File: src/frc_pkg.sv
// ----------------------------------------------------------------------------
// frc_pkg: shared types and constants for the framed relay command controller
// Control word layout, sequencer status, microcode codes and framing bytes.
// ----------------------------------------------------------------------------
package frc_pkg;

   localparam int UPC_W = 6;
   localparam int TIME_W = 32;
   localparam int BYTE_W = 8;
   localparam int RELAY_W = 8;

   typedef logic [UPC_W-1:0] upc_type;
   typedef logic [2:0] op_type;
   typedef logic [0:0] src_type;
   typedef logic [1:0] last_type;
   typedef logic [2:0] jump_type;

   // Datapath operations
   localparam op_type OP_NOP      = 3'd0;
   localparam op_type OP_TICK_INC = 3'd1;
   localparam op_type OP_TICK_SUB = 3'd2;
   localparam op_type OP_TICK_CMP = 3'd3;
   localparam op_type OP_DECODE   = 3'd4;
   localparam op_type OP_EMIT     = 3'd5;

   // Emitted byte source
   localparam src_type SRC_LIT = 1'b0;
   localparam src_type SRC_CMD = 1'b1;

   // Last-word marking
   localparam last_type LAST_NONE   = 2'd0;
   localparam last_type LAST_ALWAYS = 2'd1;
   localparam last_type LAST_NO_SF  = 2'd2;

   // Sequencing
   localparam jump_type J_NEXT      = 3'd0;
   localparam jump_type J_END       = 3'd1;
   localparam jump_type J_NO_HB     = 3'd2;
   localparam jump_type J_NO_SF_END = 3'd3;
   localparam jump_type J_BAD       = 3'd4;
   localparam jump_type J_MORE      = 3'd5;

   // Microprogram entry and branch addresses
   localparam upc_type UA_TICK    = 6'd0;
   localparam upc_type UA_HB_DONE = 6'd15;
   localparam upc_type UA_DECODE  = 6'd28;
   localparam upc_type UA_ECHO    = 6'd31;
   localparam upc_type UA_INVALID = 6'd33;

   // Configuration register indexes
   localparam logic REG_HEARTBEAT_INTERVAL = 1'b0;
   localparam logic REG_SAFETY_TIMEOUT     = 1'b1;

   localparam logic [TIME_W-1:0] HEARTBEAT_RESET = 32'd60000;
   localparam logic [TIME_W-1:0] SAFETY_RESET    = 32'd7200000;

   localparam logic [BYTE_W-1:0] CH_STX = 8'h02;
   localparam logic [BYTE_W-1:0] CH_ETX = 8'h03;

   typedef struct packed {
      op_type              op;
      src_type             src;
      logic [BYTE_W-1:0]   lit;
      last_type            last;
      jump_type            jump;
      upc_type             target;
   } ctrl_type;

   typedef struct packed {
      logic in_frame;
      logic hb_fire;
      logic sf_fire;
      logic cmd_bad;
      logic cmd_more;
      logic out_free;
   } status_type;

endpackage

File: src/frc_ucode_rom.sv
// ----------------------------------------------------------------------------
// frc_ucode_rom: microprogram store
// One control word per step: tick evaluation, heartbeat and safety-off
// messages, command decode, echo loop and the INVALID reply.
// ----------------------------------------------------------------------------
module frc_ucode_rom (
   input  frc_pkg::upc_type  upc,
   output frc_pkg::ctrl_type ctrl
);

   function automatic frc_pkg::ctrl_type step_word(input frc_pkg::op_type op,
                                                   input frc_pkg::jump_type jmp,
                                                   input frc_pkg::upc_type tgt);
      frc_pkg::ctrl_type w;
      w.op = op;
      w.src = frc_pkg::SRC_LIT;
      w.lit = 8'h00;
      w.last = frc_pkg::LAST_NONE;
      w.jump = jmp;
      w.target = tgt;
      return w;
   endfunction

   function automatic frc_pkg::ctrl_type chr(input logic [7:0] ch);
      frc_pkg::ctrl_type w;
      w = step_word(frc_pkg::OP_EMIT, frc_pkg::J_NEXT, '0);
      w.lit = ch;
      return w;
   endfunction

   function automatic frc_pkg::ctrl_type tail(input frc_pkg::last_type lst,
                                              input frc_pkg::jump_type jmp);
      frc_pkg::ctrl_type w;
      w = chr(frc_pkg::CH_ETX);
      w.last = lst;
      w.jump = jmp;
      return w;
   endfunction

   always_comb begin
      unique case (upc)
         // tick: advance time, evaluate both timers, branch
         6'd0:  ctrl = step_word(frc_pkg::OP_TICK_INC, frc_pkg::J_NEXT, '0);
         6'd1:  ctrl = step_word(frc_pkg::OP_TICK_SUB, frc_pkg::J_NEXT, '0);
         6'd2:  ctrl = step_word(frc_pkg::OP_TICK_CMP, frc_pkg::J_NEXT, '0);
         6'd3:  ctrl = step_word(frc_pkg::OP_NOP, frc_pkg::J_NO_HB, frc_pkg::UA_HB_DONE);
         6'd4:  ctrl = chr(frc_pkg::CH_STX);
         6'd5:  ctrl = chr("H");
         6'd6:  ctrl = chr("E");
         6'd7:  ctrl = chr("A");
         6'd8:  ctrl = chr("R");
         6'd9:  ctrl = chr("T");
         6'd10: ctrl = chr("B");
         6'd11: ctrl = chr("E");
         6'd12: ctrl = chr("A");
         6'd13: ctrl = chr("T");
         6'd14: ctrl = tail(frc_pkg::LAST_NO_SF, frc_pkg::J_NEXT);
         6'd15: ctrl = step_word(frc_pkg::OP_NOP, frc_pkg::J_NO_SF_END, '0);
         6'd16: ctrl = chr(frc_pkg::CH_STX);
         6'd17: ctrl = chr("S");
         6'd18: ctrl = chr("A");
         6'd19: ctrl = chr("F");
         6'd20: ctrl = chr("E");
         6'd21: ctrl = chr("T");
         6'd22: ctrl = chr("Y");
         6'd23: ctrl = chr("-");
         6'd24: ctrl = chr("O");
         6'd25: ctrl = chr("F");
         6'd26: ctrl = chr("F");
         6'd27: ctrl = tail(frc_pkg::LAST_ALWAYS, frc_pkg::J_END);
         // end of frame: decode, then echo or reject
         6'd28: ctrl = step_word(frc_pkg::OP_DECODE, frc_pkg::J_NEXT, '0);
         6'd29: ctrl = step_word(frc_pkg::OP_NOP, frc_pkg::J_BAD, frc_pkg::UA_INVALID);
         6'd30: ctrl = chr(frc_pkg::CH_STX);
         6'd31: begin
            ctrl = step_word(frc_pkg::OP_EMIT, frc_pkg::J_MORE, frc_pkg::UA_ECHO);
            ctrl.src = frc_pkg::SRC_CMD;
         end
         6'd32: ctrl = tail(frc_pkg::LAST_ALWAYS, frc_pkg::J_END);
         6'd33: ctrl = chr(frc_pkg::CH_STX);
         6'd34: ctrl = chr("I");
         6'd35: ctrl = chr("N");
         6'd36: ctrl = chr("V");
         6'd37: ctrl = chr("A");
         6'd38: ctrl = chr("L");
         6'd39: ctrl = chr("I");
         6'd40: ctrl = chr("D");
         6'd41: ctrl = tail(frc_pkg::LAST_ALWAYS, frc_pkg::J_END);
         default: ctrl = step_word(frc_pkg::OP_NOP, frc_pkg::J_END, '0);
      endcase
   end

endmodule

File: src/frc_sequencer.sv
// ----------------------------------------------------------------------------
// frc_sequencer: step counter and branch unit
// Dispatches ticks and end-of-frame bytes into the microprogram and walks it.
// ----------------------------------------------------------------------------
module frc_sequencer (
   input  logic                 clock,
   input  logic                 reset,
   input  logic                 req_accept,
   input  logic                 req_is_tick,
   input  logic                 req_is_etx,
   input  frc_pkg::status_type  status,
   output logic                 busy,
   output logic                 step_fire,
   output frc_pkg::ctrl_type    ctrl
);

   logic              busy_ff, busy_in;
   frc_pkg::upc_type  upc_ff, upc_in;
   frc_pkg::upc_type  upc_next;

   frc_ucode_rom u_rom (
      .upc  (upc_ff),
      .ctrl (ctrl)
   );

   assign busy      = busy_ff;
   assign step_fire = busy_ff && ((ctrl.op != frc_pkg::OP_EMIT) || status.out_free);
   assign upc_next  = upc_ff + 1'b1;

   always_comb begin
      busy_in = busy_ff;
      upc_in  = upc_ff;
      if (!busy_ff) begin
         if (req_accept && req_is_tick) begin
            busy_in = 1'b1;
            upc_in  = frc_pkg::UA_TICK;
         end else if (req_accept && status.in_frame && req_is_etx) begin
            busy_in = 1'b1;
            upc_in  = frc_pkg::UA_DECODE;
         end
      end else if (step_fire) begin
         unique case (ctrl.jump)
            frc_pkg::J_NEXT: upc_in = upc_next;
            frc_pkg::J_END:  busy_in = 1'b0;
            frc_pkg::J_NO_HB: upc_in = status.hb_fire ? upc_next : ctrl.target;
            frc_pkg::J_NO_SF_END: begin
               if (status.sf_fire) begin
                  upc_in = upc_next;
               end else begin
                  busy_in = 1'b0;
               end
            end
            frc_pkg::J_BAD:  upc_in = status.cmd_bad ? ctrl.target : upc_next;
            frc_pkg::J_MORE: upc_in = status.cmd_more ? ctrl.target : upc_next;
            default: busy_in = 1'b0;
         endcase
      end
   end

   always_ff @(posedge clock) begin
      if (reset) begin
         busy_ff <= 1'b0;
         upc_ff  <= '0;
      end else begin
         busy_ff <= busy_in;
         upc_ff  <= upc_in;
      end
   end

endmodule

File: src/frc_datapath.sv
// ----------------------------------------------------------------------------
// frc_datapath: command buffer, relay and timer state, reply output register
// Carries out the operation named by the current control word.
// ----------------------------------------------------------------------------
module frc_datapath #(
   parameter int MAX_CMD_LEN = 8,
   parameter int RELAY_COUNT = 8
) (
   input  logic                           clock,
   input  logic                           reset,
   input  logic                           csr_write,
   input  logic                           csr_index,
   input  logic [frc_pkg::TIME_W-1:0]     csr_data,
   input  logic                           req_accept,
   input  logic                           req_is_tick,
   input  logic [frc_pkg::BYTE_W-1:0]     req_byte,
   input  logic                           step_fire,
   input  frc_pkg::ctrl_type              ctrl,
   output frc_pkg::status_type            status,
   output logic                           rsp_tvalid,
   input  logic                           rsp_tready,
   output logic [15:0]                    rsp_tdata,
   output logic                           rsp_tlast
);

   localparam int LEN_W = $clog2(MAX_CMD_LEN + 1);
   localparam int IDX_W = $clog2(MAX_CMD_LEN);
   localparam logic [8:0] ALL_MASK_WIDE = 9'((1 << RELAY_COUNT) - 1);
   localparam logic [7:0] ALL_MASK = ALL_MASK_WIDE[7:0];
   localparam logic [7:0] SEL_MAX = 8'(48 + RELAY_COUNT);

   typedef logic [frc_pkg::TIME_W-1:0] time_type;

   time_type hb_interval_ff, hb_interval_in;
   time_type sf_timeout_ff, sf_timeout_in;
   logic     in_frame_ff, in_frame_in;
   logic [LEN_W-1:0] len_ff, len_in;
   logic     ovf_ff, ovf_in;
   logic [7:0] relay_ff, relay_in;
   time_type now_ff, now_in;
   time_type hb_stamp_ff, hb_stamp_in;
   time_type on_stamp_ff, on_stamp_in;
   time_type hb_diff_ff, hb_diff_in;
   time_type sf_diff_ff, sf_diff_in;
   logic     hb_gt_ff, hb_gt_in;
   logic     sf_gt_ff, sf_gt_in;
   logic     hb_fire_ff, hb_fire_in;
   logic     sf_fire_ff, sf_fire_in;
   logic     known_ff, known_in;
   logic [LEN_W-1:0] ci_ff, ci_in;
   logic     rsp_valid_ff, rsp_valid_in;
   logic [7:0] rsp_byte_ff, rsp_byte_in;
   logic [7:0] rsp_relay_ff, rsp_relay_in;
   logic     rsp_last_ff, rsp_last_in;

   logic [7:0] chars_ff [MAX_CMD_LEN];
   logic       chars_we;
   logic [7:0] chars_wdata;

   logic       out_free;
   logic       is_on, is_off, sel_all, sel_num, known;
   logic [7:0] sel, num_idx, num_mask, mask;

   assign out_free = !rsp_valid_ff || rsp_tready;

   // Command decode from the fixed buffer positions
   assign sel      = chars_ff[1];
   assign num_idx  = sel - "1";
   assign num_mask = (num_idx < 8'd8) ? (8'h01 << num_idx[2:0]) : 8'h00;
   assign sel_all  = (sel == "A");
   assign sel_num  = (sel >= "1") && (sel <= SEL_MAX);
   assign mask     = sel_all ? ALL_MASK : num_mask;
   assign is_on    = (len_ff == LEN_W'(5)) && (chars_ff[2] == "-") &&
                     (chars_ff[3] == "O") && (chars_ff[4] == "N");
   assign is_off   = (len_ff == LEN_W'(6)) && (chars_ff[2] == "-") &&
                     (chars_ff[3] == "O") && (chars_ff[4] == "F") && (chars_ff[5] == "F");
   assign known    = !ovf_ff && (chars_ff[0] == "R") && (is_on || is_off) &&
                     (sel_all || sel_num);

   always_comb begin
      hb_interval_in = hb_interval_ff;
      sf_timeout_in  = sf_timeout_ff;
      in_frame_in    = in_frame_ff;
      len_in         = len_ff;
      ovf_in         = ovf_ff;
      relay_in       = relay_ff;
      now_in         = now_ff;
      hb_stamp_in    = hb_stamp_ff;
      on_stamp_in    = on_stamp_ff;
      hb_diff_in     = hb_diff_ff;
      sf_diff_in     = sf_diff_ff;
      hb_gt_in       = hb_gt_ff;
      sf_gt_in       = sf_gt_ff;
      hb_fire_in     = hb_fire_ff;
      sf_fire_in     = sf_fire_ff;
      known_in       = known_ff;
      ci_in          = ci_ff;
      rsp_valid_in   = rsp_valid_ff && !rsp_tready;
      rsp_byte_in    = rsp_byte_ff;
      rsp_relay_in   = rsp_relay_ff;
      rsp_last_in    = rsp_last_ff;
      chars_we       = 1'b0;
      chars_wdata    = req_byte;

      if (csr_write) begin
         unique case (csr_index)
            frc_pkg::REG_HEARTBEAT_INTERVAL: hb_interval_in = csr_data;
            frc_pkg::REG_SAFETY_TIMEOUT:     sf_timeout_in  = csr_data;
            default: ;
         endcase
      end

      // Plain bytes finish in the accept cycle; end of frame goes to the sequencer
      if (req_accept && !req_is_tick) begin
         if (!in_frame_ff) begin
            if (req_byte == frc_pkg::CH_STX) begin
               in_frame_in = 1'b1;
               len_in      = '0;
               ovf_in      = 1'b0;
            end
         end else if (req_byte != frc_pkg::CH_ETX) begin
            if (len_ff < LEN_W'(MAX_CMD_LEN)) begin
               chars_we = 1'b1;
               len_in   = len_ff + 1'b1;
            end else begin
               ovf_in = 1'b1;
            end
         end
      end

      if (step_fire) begin
         case (ctrl.op)
            frc_pkg::OP_TICK_INC: now_in = now_ff + 1'b1;
            frc_pkg::OP_TICK_SUB: begin
               hb_diff_in = now_ff - hb_interval_ff;
               sf_diff_in = now_ff - sf_timeout_ff;
               hb_gt_in   = now_ff > hb_interval_ff;
               sf_gt_in   = now_ff > sf_timeout_ff;
            end
            frc_pkg::OP_TICK_CMP: begin
               hb_fire_in = hb_gt_ff && (hb_stamp_ff < hb_diff_ff);
               sf_fire_in = (relay_ff != 8'h00) && sf_gt_ff && (on_stamp_ff < sf_diff_ff);
               if (hb_fire_in) begin
                  hb_stamp_in = now_ff;
               end
               if (sf_fire_in) begin
                  relay_in = 8'h00;
               end
            end
            frc_pkg::OP_DECODE: begin
               known_in    = known;
               in_frame_in = 1'b0;
               ci_in       = '0;
               if (known && is_on) begin
                  relay_in    = relay_ff | mask;
                  on_stamp_in = now_ff;
               end else if (known) begin
                  relay_in = relay_ff & ~mask;
               end
            end
            frc_pkg::OP_EMIT: begin
               rsp_valid_in = 1'b1;
               rsp_relay_in = relay_ff;
               rsp_last_in  = (ctrl.last == frc_pkg::LAST_ALWAYS) ||
                              ((ctrl.last == frc_pkg::LAST_NO_SF) && !sf_fire_ff);
               if (ctrl.src == frc_pkg::SRC_CMD) begin
                  rsp_byte_in = chars_ff[ci_ff[IDX_W-1:0]];
                  ci_in       = ci_ff + 1'b1;
               end else begin
                  rsp_byte_in = ctrl.lit;
               end
            end
            default: ;
         endcase
      end
   end

   assign status.in_frame = in_frame_ff;
   assign status.hb_fire  = hb_fire_ff;
   assign status.sf_fire  = sf_fire_ff;
   assign status.cmd_bad  = !known_ff;
   assign status.cmd_more = LEN_W'(ci_ff + 1'b1) < len_ff;
   assign status.out_free = out_free;

   assign rsp_tvalid = rsp_valid_ff;
   assign rsp_tdata  = {rsp_relay_ff, rsp_byte_ff};
   assign rsp_tlast  = rsp_last_ff;

   always_ff @(posedge clock) begin
      if (chars_we) begin
         chars_ff[len_ff[IDX_W-1:0]] <= chars_wdata;
      end
   end

   always_ff @(posedge clock) begin
      hb_diff_ff   <= hb_diff_in;
      sf_diff_ff   <= sf_diff_in;
      hb_gt_ff     <= hb_gt_in;
      sf_gt_ff     <= sf_gt_in;
      hb_fire_ff   <= hb_fire_in;
      sf_fire_ff   <= sf_fire_in;
      known_ff     <= known_in;
      ci_ff        <= ci_in;
      rsp_byte_ff  <= rsp_byte_in;
      rsp_relay_ff <= rsp_relay_in;
      rsp_last_ff  <= rsp_last_in;
   end

   always_ff @(posedge clock) begin
      if (reset) begin
         hb_interval_ff <= frc_pkg::HEARTBEAT_RESET;
         sf_timeout_ff  <= frc_pkg::SAFETY_RESET;
         in_frame_ff    <= 1'b0;
         len_ff         <= '0;
         ovf_ff         <= 1'b0;
         relay_ff       <= 8'h00;
         now_ff         <= '0;
         hb_stamp_ff    <= '0;
         on_stamp_ff    <= '0;
         rsp_valid_ff   <= 1'b0;
      end else begin
         hb_interval_ff <= hb_interval_in;
         sf_timeout_ff  <= sf_timeout_in;
         in_frame_ff    <= in_frame_in;
         len_ff         <= len_in;
         ovf_ff         <= ovf_in;
         relay_ff       <= relay_in;
         now_ff         <= now_in;
         hb_stamp_ff    <= hb_stamp_in;
         on_stamp_ff    <= on_stamp_in;
         rsp_valid_ff   <= rsp_valid_in;
      end
   end

endmodule

File: src/framed_relay_command_controller_core.sv
// A plain received byte is handled in its accept cycle; a tick runs its time increment,
// subtract, compare and heartbeat branch steps before its first reply word, an end-of-frame
// byte its decode and reject branch steps; then one word per cycle while the single output
// register is free. The input waits while a program runs, also while it stalls on that
// register; the microcode sequencer steps once per cycle unless an emit step is stalled.
// Reset (synchronous, active high): frame idle, relays off, time and stamps zero.
// ----------------------------------------------------------------------------
// framed_relay_command_controller_core: framed relay command controller
// Collects STX/ETX framed text commands, switches relays, echoes commands and
// sends heartbeat and safety-off messages on millisecond ticks.
// ----------------------------------------------------------------------------
module framed_relay_command_controller_core #(
   parameter int MAX_CMD_LEN = 8,
   parameter int RELAY_COUNT = 8
) (
   input  logic        clock,
   input  logic        reset,
   // input words
   input  logic        req_tvalid,
   output logic        req_tready,
   input  logic [7:0]  req_tdata,    // [7:0] rx_byte
   input  logic        req_tuser,    // [0] cmd: 0 byte, 1 tick
   // reply words
   output logic        rsp_tvalid,
   input  logic        rsp_tready,
   output logic [15:0] rsp_tdata,    // [7:0] tx_byte, [15:8] relay_state
   output logic        rsp_tlast,
   // configuration writes
   input  logic        csr_valid,
   output logic        csr_ready,
   input  logic        csr_index,
   input  logic [31:0] csr_data
);

   logic                 busy;
   logic                 step_fire;
   logic                 req_accept;
   frc_pkg::ctrl_type    ctrl;
   frc_pkg::status_type  status;

   // Take a new word only while no microprogram is running
   assign req_tready = !busy;
   assign req_accept = req_tvalid && req_tready;
   assign csr_ready  = 1'b1;

   frc_sequencer u_seq (
      .clock       (clock),
      .reset       (reset),
      .req_accept  (req_accept),
      .req_is_tick (req_tuser),
      .req_is_etx  (req_tdata == frc_pkg::CH_ETX),
      .status      (status),
      .busy        (busy),
      .step_fire   (step_fire),
      .ctrl        (ctrl)
   );

   frc_datapath #(
      .MAX_CMD_LEN (MAX_CMD_LEN),
      .RELAY_COUNT (RELAY_COUNT)
   ) u_dp (
      .clock       (clock),
      .reset       (reset),
      .csr_write   (csr_valid && csr_ready),
      .csr_index   (csr_index),
      .csr_data    (csr_data),
      .req_accept  (req_accept),
      .req_is_tick (req_tuser),
      .req_byte    (req_tdata),
      .step_fire   (step_fire),
      .ctrl        (ctrl),
      .status      (status),
      .rsp_tvalid  (rsp_tvalid),
      .rsp_tready  (rsp_tready),
      .rsp_tdata   (rsp_tdata),
      .rsp_tlast   (rsp_tlast)
   );

endmodule
File: config.mk
export PLATFORM = sky130hd
export DESIGN_NAME = framed_relay_command_controller_core
export DESIGN_NICKNAME = d
export VERILOG_FILES = /design/src/frc_pkg.sv /design/src/frc_ucode_rom.sv /design/src/frc_sequencer.sv /design/src/frc_datapath.sv /design/src/framed_relay_command_controller_core.sv
export SDC_FILE = /design/constraint.sdc
export NUM_CORES = 1
export LEC_CHECK = 0
export BUFFER_PORTS_ARGS = -buffer_cell sky130_fd_sc_hd__buf_2
export CAP_MARGIN = 20
export CORE_MARGIN = 2
export CORE_UTILIZATION = 59
export DETAILED_ROUTE_END_ITERATION = 10
export PLACE_DENSITY_LB_ADDON = 0.3
export SYNTH_ARGS = -nofsm -noshare
export SYNTH_HDL_FRONTEND = slang
export SYNTH_HIERARCHICAL = 1
export SYNTH_SLANG_ARGS = --single-unit
File: constraint.sdc
create_clock -name clock -period 14.7 [get_ports clock]
set_input_delay 2.94 -clock clock [delete_from_list [all_inputs] [get_ports clock]]
set_output_delay 2.94 -clock clock [all_outputs]
set_load 0.02 [all_outputs]
Yosys cells after proc, flatten, opt, wreduce, memory -nomap -nowiden --
Memory sizes are Yosys's and may differ from the RTL's. A register that Yosys moved wholly into a read port is not among the register bits. Cells that the tools add are included.
Storage, ports and cells: register bits 272, RAM bits 64, bits in read-only memories 1408, input port bits 47, output and inout port bits 20, word-level logic and storage cells 182, memories kept 2
Memory list:
- (name not given) | words 64, width 22, rd ports 1, clocked after memory_dff 1, write ports 0, line frc_ucode_rom.sv:41 | unique case (upc)
- u_dp.chars_ff | words 8, width 8, rd ports 7, clocked after memory_dff 1, write ports 1, line frc_datapath.sv:56 | logic [7:0] chars_ff [MAX_CMD_LEN];
Operators by class: add/sub/neg operators 7, $lt $le $gt $ge 9, equality and inequality tests 33, shift operators 1, multiplexer cells 48, bitwise operators 4, reduce and logical (&&, ||, !) cells 55
Operators by type and width (number):
- $gt A32 B32 Y1 | 2
- $lt A32 B32 Y1 | 2
- $sub A32 B32 Y32 | 2
- $mux W6 | 10
- $eq A8 B7 Y1 const B | 6
- $mux W8 | 6
- $add A32 B1 Y32 const B | 1
- $pmux W6 S5 | 1
- $logic_and A1 B1 Y1 | 23
- $mux W1 | 22
- $mux W4 | 5
- $eq A8 B2 Y1 const B | 2
- $pmux W8 S2 | 1
- $reduce_and A4 Y1 | 4
- $reduce_and A2 Y1 | 7
- $eq A3 B2 Y1 const B | 4
- $eq A3 B3 Y1 const B | 4
- $ne A2 B2 Y1 const B | 5
- $reduce_and A3 Y1 | 3
- $add A4 B1 Y4 const B | 2
- $and A8 B8 Y8 | 1
- $eq A4 B3 Y1 const B | 2
- $eq A8 B6 Y1 const B | 1
- $ge A8 B6 Y1 const B | 1
- other kinds (29) | 40

Logic depth before layout (Yosys ltp) --
Gate-level depths: netlist of the first run. An unclocked memory read counts as a cell.
depth in word-level cells 12, gate-level depth with buffers 20

Hierarchy --
Netlist of the first run, hierarchy kept.
By module, submodules not included:
- frc_datapath | instances 1, cells each 1851, area an instance 17797.1 um2, sequential area each 8187.9 um2
- frc_ucode_rom | instances 1, cells each 128, area an instance 874.6 um2, sequential area each 0.0 um2
- frc_sequencer | instances 1, cells each 58, area an instance 490.5 um2, sequential area each 140.1 um2
- framed_relay_command_controller_core | instances 1, cells each 7, area an instance 45.0 um2, sequential area each 0.0 um2

Worst setup path after synthesis of the first run --
No wires, ideal clock.
path kind input-to-reg, from input rsp_tready, to register u_dp.hb_diff_ff[0], enable pin, library setup time 0.491 ns, arrival time 6.436 ns, path slack 7.773 ns, stages 8, buffers on the path 1, path through nand2b_1 > buf_4 > nand4bb_1 > nand2_1 > inv_1 > nor2b_1 > nand2_1 > nor2_1
RTL lines:
- start: declaration | line framed_relay_command_controller_core.sv:25 | input logic rsp_tready,
- end signal: assignment | line frc_datapath.sv:196 | hb_diff_ff <= hb_diff_in;
- end: declaration | line frc_datapath.sv:43 | time_type hb_diff_ff, hb_diff_in;

==> reports/results.ini, run 1 <==
[outcome]
outcome=completed

[clock_network]
htreeDepth=2
clock_latency_ps=510
cts.clk_slew.worst_paths_ps=60
postCtsHoldBufs=0
cts_buffer_depth=3
numCtsBuffers=37
root_buffer=clkbuf_16
cts_setup_buffers=0
tritoncts=yes
clkSinkCount=339
cts_resized=0

[hold_path]
hold_class=reg2reg
whs_path_depth=2

[yosys]
syn_nets=2237
synthMuxAreaShare_pct=4.89
synthAdderAreaFrac_pct=9.59
syn_inst=2044
yosys_most_used_dff=dfxtp_1
synth_edf_count=154
async_reset_ff_share_pct=0
synthDistinctLibCells=90
synth.avg_cell_area_sq_um=9.40
synth_compound_area_share_pct=14.9
synth_seq_cells=339
yosys_warnings=6
synth_xor_area_share_pct=3.92
seq_area_frac_synth_pct=43.4
synthesis.area_sq_mm=0.0192
synthSimpleGateAreaFrac_pct=17.2
synth_top_family_by_area=simple AND/OR/NAND/NOR gates

[sta]
tns_ps=0
finalHoldViolCount=0
fin_crit_ps=5540
slew_violations=0
rsz0062_at_grt=false
fmax_mhz=181
fin_crit_sh_pct=37.7
finalSetupViolCount=0
worst_slew_pin_slew_ps=1060
fin_skew_ps=12.6
slew_headroom_pct=28.9
whs_ps=455

[layout]
multi_input_area_sq_mm=0.00974
drive_gt1_share_pct=9.30
fin_nets=2261
diodes=0
seq_area_sq_mm=0.00833
area_growth_pct=8.69
layout_common_cells=nand2_1, dfxtp_1, a21oi_1
nFillCells=2596
final_common_cell=nand2_1

[setup_path]
worstSetupPathType=in2reg
crit_path_start=rsp_tready
crit_slowest_cell=a211oi_4
r2r-end=u_dp/hb_stamp_ff[1]
crit_end=u_dp/hb_stamp_ff[1]
cp-start-kind=primary input
cp-end-kind=register
r2r-start=u_seq/upc_ff[0]
r2r_slack_ps=9850
path_cells=buf_2 -> nand2b_1 -> nand4bb_1 -> nand2_1 -> inv_1 -> nor2b_1 -> nand3_1 -> inv_1 -> o211ai_1 -> a211oi_4 -> buf_4 -> mux2i_1 -> nor2_1
timing.critical_path.mode_cell=inv_1
crit_path_max_incr_delay_ps=840
cp_data_required_time_ps=15070
cp.arrival_ps=5910
r2r_cells=17
cp_max_fo=18

[grt]
antenna_found_initial=0
grt_pass1_wl_um=71700
overflow=0
grt_pass1_vias=14430
grt_use_total_pct=26.2
grt_max_degree=97

[floorplanning]
core-area_sq_mm=0.0323
row_count=66
die_w_um=184
dieArea_sq_mm=0.0340
start_util_pct=59.5
dieHeight_um=184
pin_count=67

[flow_run]
maxCapViolations=0

[placed_design]
port_buffers=65
gp_congestion=0.997
dp_hpwl_um=31900

[drt]
wl_per_cell_um=17.5
drt_wl_total_um=44400
num_vias=14820
ant_nets=0
drcViolationCount=0
firstDrtPassIters=8
detail_route.vias_per_cell=5.84
drt_iter0_markers=1060

[power]
p_leak_nw=8.68
max-vdd-ir-drop_v=0.0000896
power.density_mw_per_mm2=97.8

[worst max-delay path: cells and delay by family]
family / cells / cell delay [ps]
buffers and inverters: 4 / 910
AND/OR/NAND/NOR: 6 / 740
AO/OA/AOI/OAI: 2 / 1020
multiplexers: 1 / 290
[routing by layer]
layer	wire (um)	part of all wire, %	track usage (%)	up-vias
li1	-	-	-	7263
met1	19500	44	34.1	6995
met2	21300	48	45.1	468
met3	2270	5.1	3.12	94
met4	1280	2.9	8.99	0
met5	0	0	0	-
[worst min-delay path by stage]
stage	endpoint	from
after floorplan	u_dp/on_stamp_ff[0]	u_dp/on_stamp_ff[0]
after global placement	u_dp/on_stamp_ff[0]	u_dp/on_stamp_ff[0]
after detailed placement	u_dp/on_stamp_ff[0]	u_dp/on_stamp_ff[0]
after CTS	u_dp/hb_interval_ff[8]	u_dp/hb_interval_ff[8]
after global routing	u_dp/hb_interval_ff[26]	u_dp/hb_interval_ff[26]
final	u_dp/hb_interval_ff[31]	u_dp/hb_interval_ff[31]
[layout make-up]
class	count	share of cell area [%]
Clock buffer	52	5.26
Inverter	170	3.07
Multi-Input combinational cell	1442	46.7
Clock inverter	16	0.378
Timing Repair Buffer	78	2.09
Tap cell	442	2.65
Sequential cell	339	39.9
[registers in the layout (all words and copies together), names as in the netlist, 4 cells and up, named ones only]
register	flops
u_dp/chars_ff	64
u_dp/ci_ff	4
u_dp/hb_diff_ff	32
u_dp/hb_interval_ff	32
u_dp/hb_stamp_ff	32
u_dp/len_ff	4
u_dp/now_ff	32
u_dp/on_stamp_ff	32
u_dp/relay_ff	8
u_dp/rsp_byte_ff	8
u_dp/rsp_relay_ff	8
u_dp/sf_diff_ff	32
u_dp/sf_timeout_ff	32
u_seq/upc_ff	6
[Yosys cell counts, drive strengths merged, types with 37 or more instances]
cell type  number  area share, %
a21o           66            2.6
a21oi         197            5.5
clkbuf         67            1.6
dfxtp         185             19
edfxtp        154             24
ha            144            9.4
inv           170            3.3
mux2i          50            2.6
nand2         267            5.2
nand3          45            1.2
nand4          37            1.2
nor2          155            3.0
o21ai          68            1.8
xnor2          47            2.1
xor2           39            1.8
[through the flow]
step                utilization, %  cell area (sq um)  worst slack (ps)  std cells  power [mW]
floorplan                        -              19200              7770       2044        1.13
finish                        64.7              20900              9160       2539        2.04
global route                  64.7              20900              8920       2539        2.11
detailed placement            61.0              19700              8670       2470        1.17
CTS                           64.6              20900              9170       2538        2.05
global placement              60.9              19700              8710       2469        1.17
[cell families after synthesis]
kind of cell / after synthesis
compound gates: 450
fa+ha+maj: 146
simple gates: 686
flops: 339
mux: 72
buf+inv: 263
other cells: 2
xor+xnor: 86
[power breakdown]
| part | switching (mW) | internal, mW |
|---|---|---|
| clock network | 0.366 | 0.522 |
| logic | 0.0905 | 0.0532 |
| registers | 0.0112 | 0.999 |
(Power assumes the default switching activity.)
==> run 2: changes to the inputs <==
--- a/config.mk
+++ b/config.mk
@@ -5,10 +5,11 @@
 export SDC_FILE = /design/constraint.sdc
 export NUM_CORES = 1
 export LEC_CHECK = 0
+export ABC_AREA = 1
 export BUFFER_PORTS_ARGS = -buffer_cell sky130_fd_sc_hd__buf_2
 export CAP_MARGIN = 20
 export CORE_MARGIN = 2
-export CORE_UTILIZATION = 59
+export CORE_UTILIZATION = 57
 export DETAILED_ROUTE_END_ITERATION = 10
 export PLACE_DENSITY_LB_ADDON = 0.3
 export SYNTH_ARGS = -nofsm -noshare
==> constraint.sdc (replaced) <==
create_clock -name clock -period 5 [get_ports clock]
set_input_delay 1 -clock clock [delete_from_list [all_inputs] [get_ports clock]]
set_output_delay 1 -clock clock [all_outputs]
set_load 0.02 [all_outputs]
==> run 2 against run 1 <==
Core utilization fell by 1.5 points. Critical endpoint is now u_dp/now_ff[22]. Combinational power rose to 4.3 times the previous value. Total power rose to 3.1 times the previous value. Area after synthesis rose by 7.0%. Register-to-register slack got worse by 8700 ps. Flip-flop and latch count did not move. Clock power rose to 3.1 times the previous value.
==> reports/results.ini, run 2 <==
[drt]
firstDrtPassIters=6
detail_route.vias_per_cell=5.58
drt_iter0_markers=1358
ant_nets=0
drt_wl_total_um=57300
num_vias=18317
wl_per_cell_um=17.5
drcViolationCount=0

[floorplanning]
pin_count=67
dieArea_sq_mm=0.0376
row_count=69
core-area_sq_mm=0.0356
die_w_um=194
start_util_pct=57.8
dieHeight_um=194

[layout]
layout.cells.non_filler=3283
layout_common_cells=nand2_1, inv_1, nor2_1
diodes=0
postLayoutCellArea_sq_mm=0.0225
final_common_cell=nand2_1
fin_nets=2986
drive_gt1_share_pct=7.30
nFillCells=3155
multi_input_area_sq_mm=0.0102
largest_reg_flops=64
area_growth_pct=9.29
seq_area_sq_mm=0.00833

[placed_design]
place_inst=3213
gp_congestion=0.976
dp_hpwl_um=42400
dpl_cell_area_sq_mm=0.0212
port_buffers=65

[yosys]
seq_area_frac_synth_pct=40.5
yosys.area.top_type=edfxtp_1
synth.avg_cell_area_sq_um=7.48
yosys_warnings=6
yosysMostFrequentCell=nand2_1
synth_top_area_share_pct=22.5
synth_top_family_by_area=simple AND/OR/NAND/NOR gates
ys_top_cells_by_count=nand2_1, inv_1, nor2_1, a21oi_1, dfxtp_1
syn_inst=2748
synthDistinctLibCells=59
async_reset_ff_share_pct=0
yosys-top-cells-area=edfxtp_1, dfxtp_1, nand2_1
synthAdderAreaFrac_pct=8.96
synth_edf_count=154
syn_nets=2941
synthesis.area_sq_mm=0.0206
synthSimpleGateAreaFrac_pct=25.1
synthMuxAreaShare_pct=0.694
synth_compound_area_share_pct=12.8
yosys_most_used_dff=dfxtp_1
synth_xor_area_share_pct=2.05
synth_seq_cells=339

[setup_path]
cp-end-kind=register
r2r-start=u_seq/upc_ff[0]
cp_max_fo=12
crit_path_start=u_seq/upc_ff[0]
cp-start-kind=register
cp_data_required_time_ps=5470
cp.arrival_ps=4290
worstSetupPathType=reg2reg

[flow_run]
maxCapViolations=0

[sta]
fin_skew_ps=18.4
slew_headroom_pct=29.9
rsz0062_at_grt=false
fmax_mhz=262
tns_ps=0
slew_violations=0
finalHoldViolCount=0
worst_slew_pin_slew_ps=1040
whs_ps=457
fin_crit_sh_pct=76.2
fin_crit_ps=3810
finalSetupViolCount=0

[grt]
grt_max_degree=94
overflow=0
grt_pass1_wl_um=91700
grt_use_total_pct=30.3
grt_pass1_vias=17692
antenna_found_initial=0

[power]
p_leak_nw=10.8
power.density_mw_per_mm2=283
max-vdd-ir-drop_v=0.000296
p_total_mw=6.35

[clock_network]
clkSinkCount=339
clock_latency_ps=540
cts_resized=0
cts_setup_buffers=0
htreeDepth=2
cts_buffer_depth=3
tritoncts=yes
postCtsHoldBufs=0
root_buffer=clkbuf_16
cts.clk_slew.worst_paths_ps=60
numCtsBuffers=37

[hold_path]
hold_class=reg2reg
hp-start=u_dp/relay_ff[7]

[outcome]
outcome=completed

==> run 2: path summary, 6_finish.rpt <==
| kind | cells past startpoint | to | slack, ps |
|---|---|---|---|
| worst max-delay path | 19 | u_dp/now_ff[22] | 1190 |
| worst min-delay path | 0 | u_dp/rsp_relay_ff[7] | 460 |
| worst max register to register | 19 | u_dp/now_ff[22] | 1190 |
| worst min register to register | 0 | u_dp/rsp_relay_ff[7] | 460 |
==> run 2: kinds of logic after synthesis <==
logic type               after synthesis
AND/OR/NAND/NOR                     1212
buffers and inverters                515
AO/OA/AOI/OAI                        472
flip-flops                           339
adder cells (fa/ha/maj)              146
XOR/XNOR                              48
multiplexers                          14
other                                  2
==> run 2: worst max-delay path, stage by stage (launching register included) <==
cell and delay, ps:
dfxtp_1 580, inv_1 180, ha_1 340, inv_1 70
nor4_1 570, nor2_1 120, nand2_1 110, nand2_1 70
inv_1 100, nand4_1 120, buf_4 220, inv_2 190
nand3_2 160, nor2_4 200, nand2_2 100, nor2_2 160
nand2_2 100, o21ai_1 160, nand2_1 60, nor2_1 110
==> run 2: power breakdown <==
group	switching [mW]	internal [mW]	leakage, nW
clock	1.10	1.64	0.602
sequential	0.0398	2.96	2.88
combinational	0.431	0.185	7.28
==> run 2: per-stage QoR <==
| stage | util [%] | setup slack (ps) |
|---|---|---|
| 5_1_grt | 63.1 | 836 |
| 3_3_place_gp | 59.7 | 1470 |
| 6_report | 63.1 | 1190 |
| 2_1_floorplan | - | 567 |
| 4_1_cts | 63.1 | 1260 |
| 3_5_place_dp | 59.7 | 1280 |
==> run 2: layout make-up <==
type	count	area share, %
Multi-Input combinational cell	1894	45.4
Sequential cell	339	37.1
Inverter	440	7.38
Clock buffer	61	5.16
Tap cell	461	2.57
Timing Repair Buffer	81	2.08
Clock inverter	7	0.284
==> run 2: routing by layer <==
| layer | up-vias | global-route usage (%) | part of all wire [%] |
|---|---|---|---|
| met3 | 130 | 3.72 | 6.0 |
| met4 | 0 | 11.2 | 3.4 |
| li1 | 9054 | - | - |
| met1 | 8479 | 38.4 | 42 |
| met2 | 654 | 53.1 | 49 |
| met5 | - | 0 | 0 |
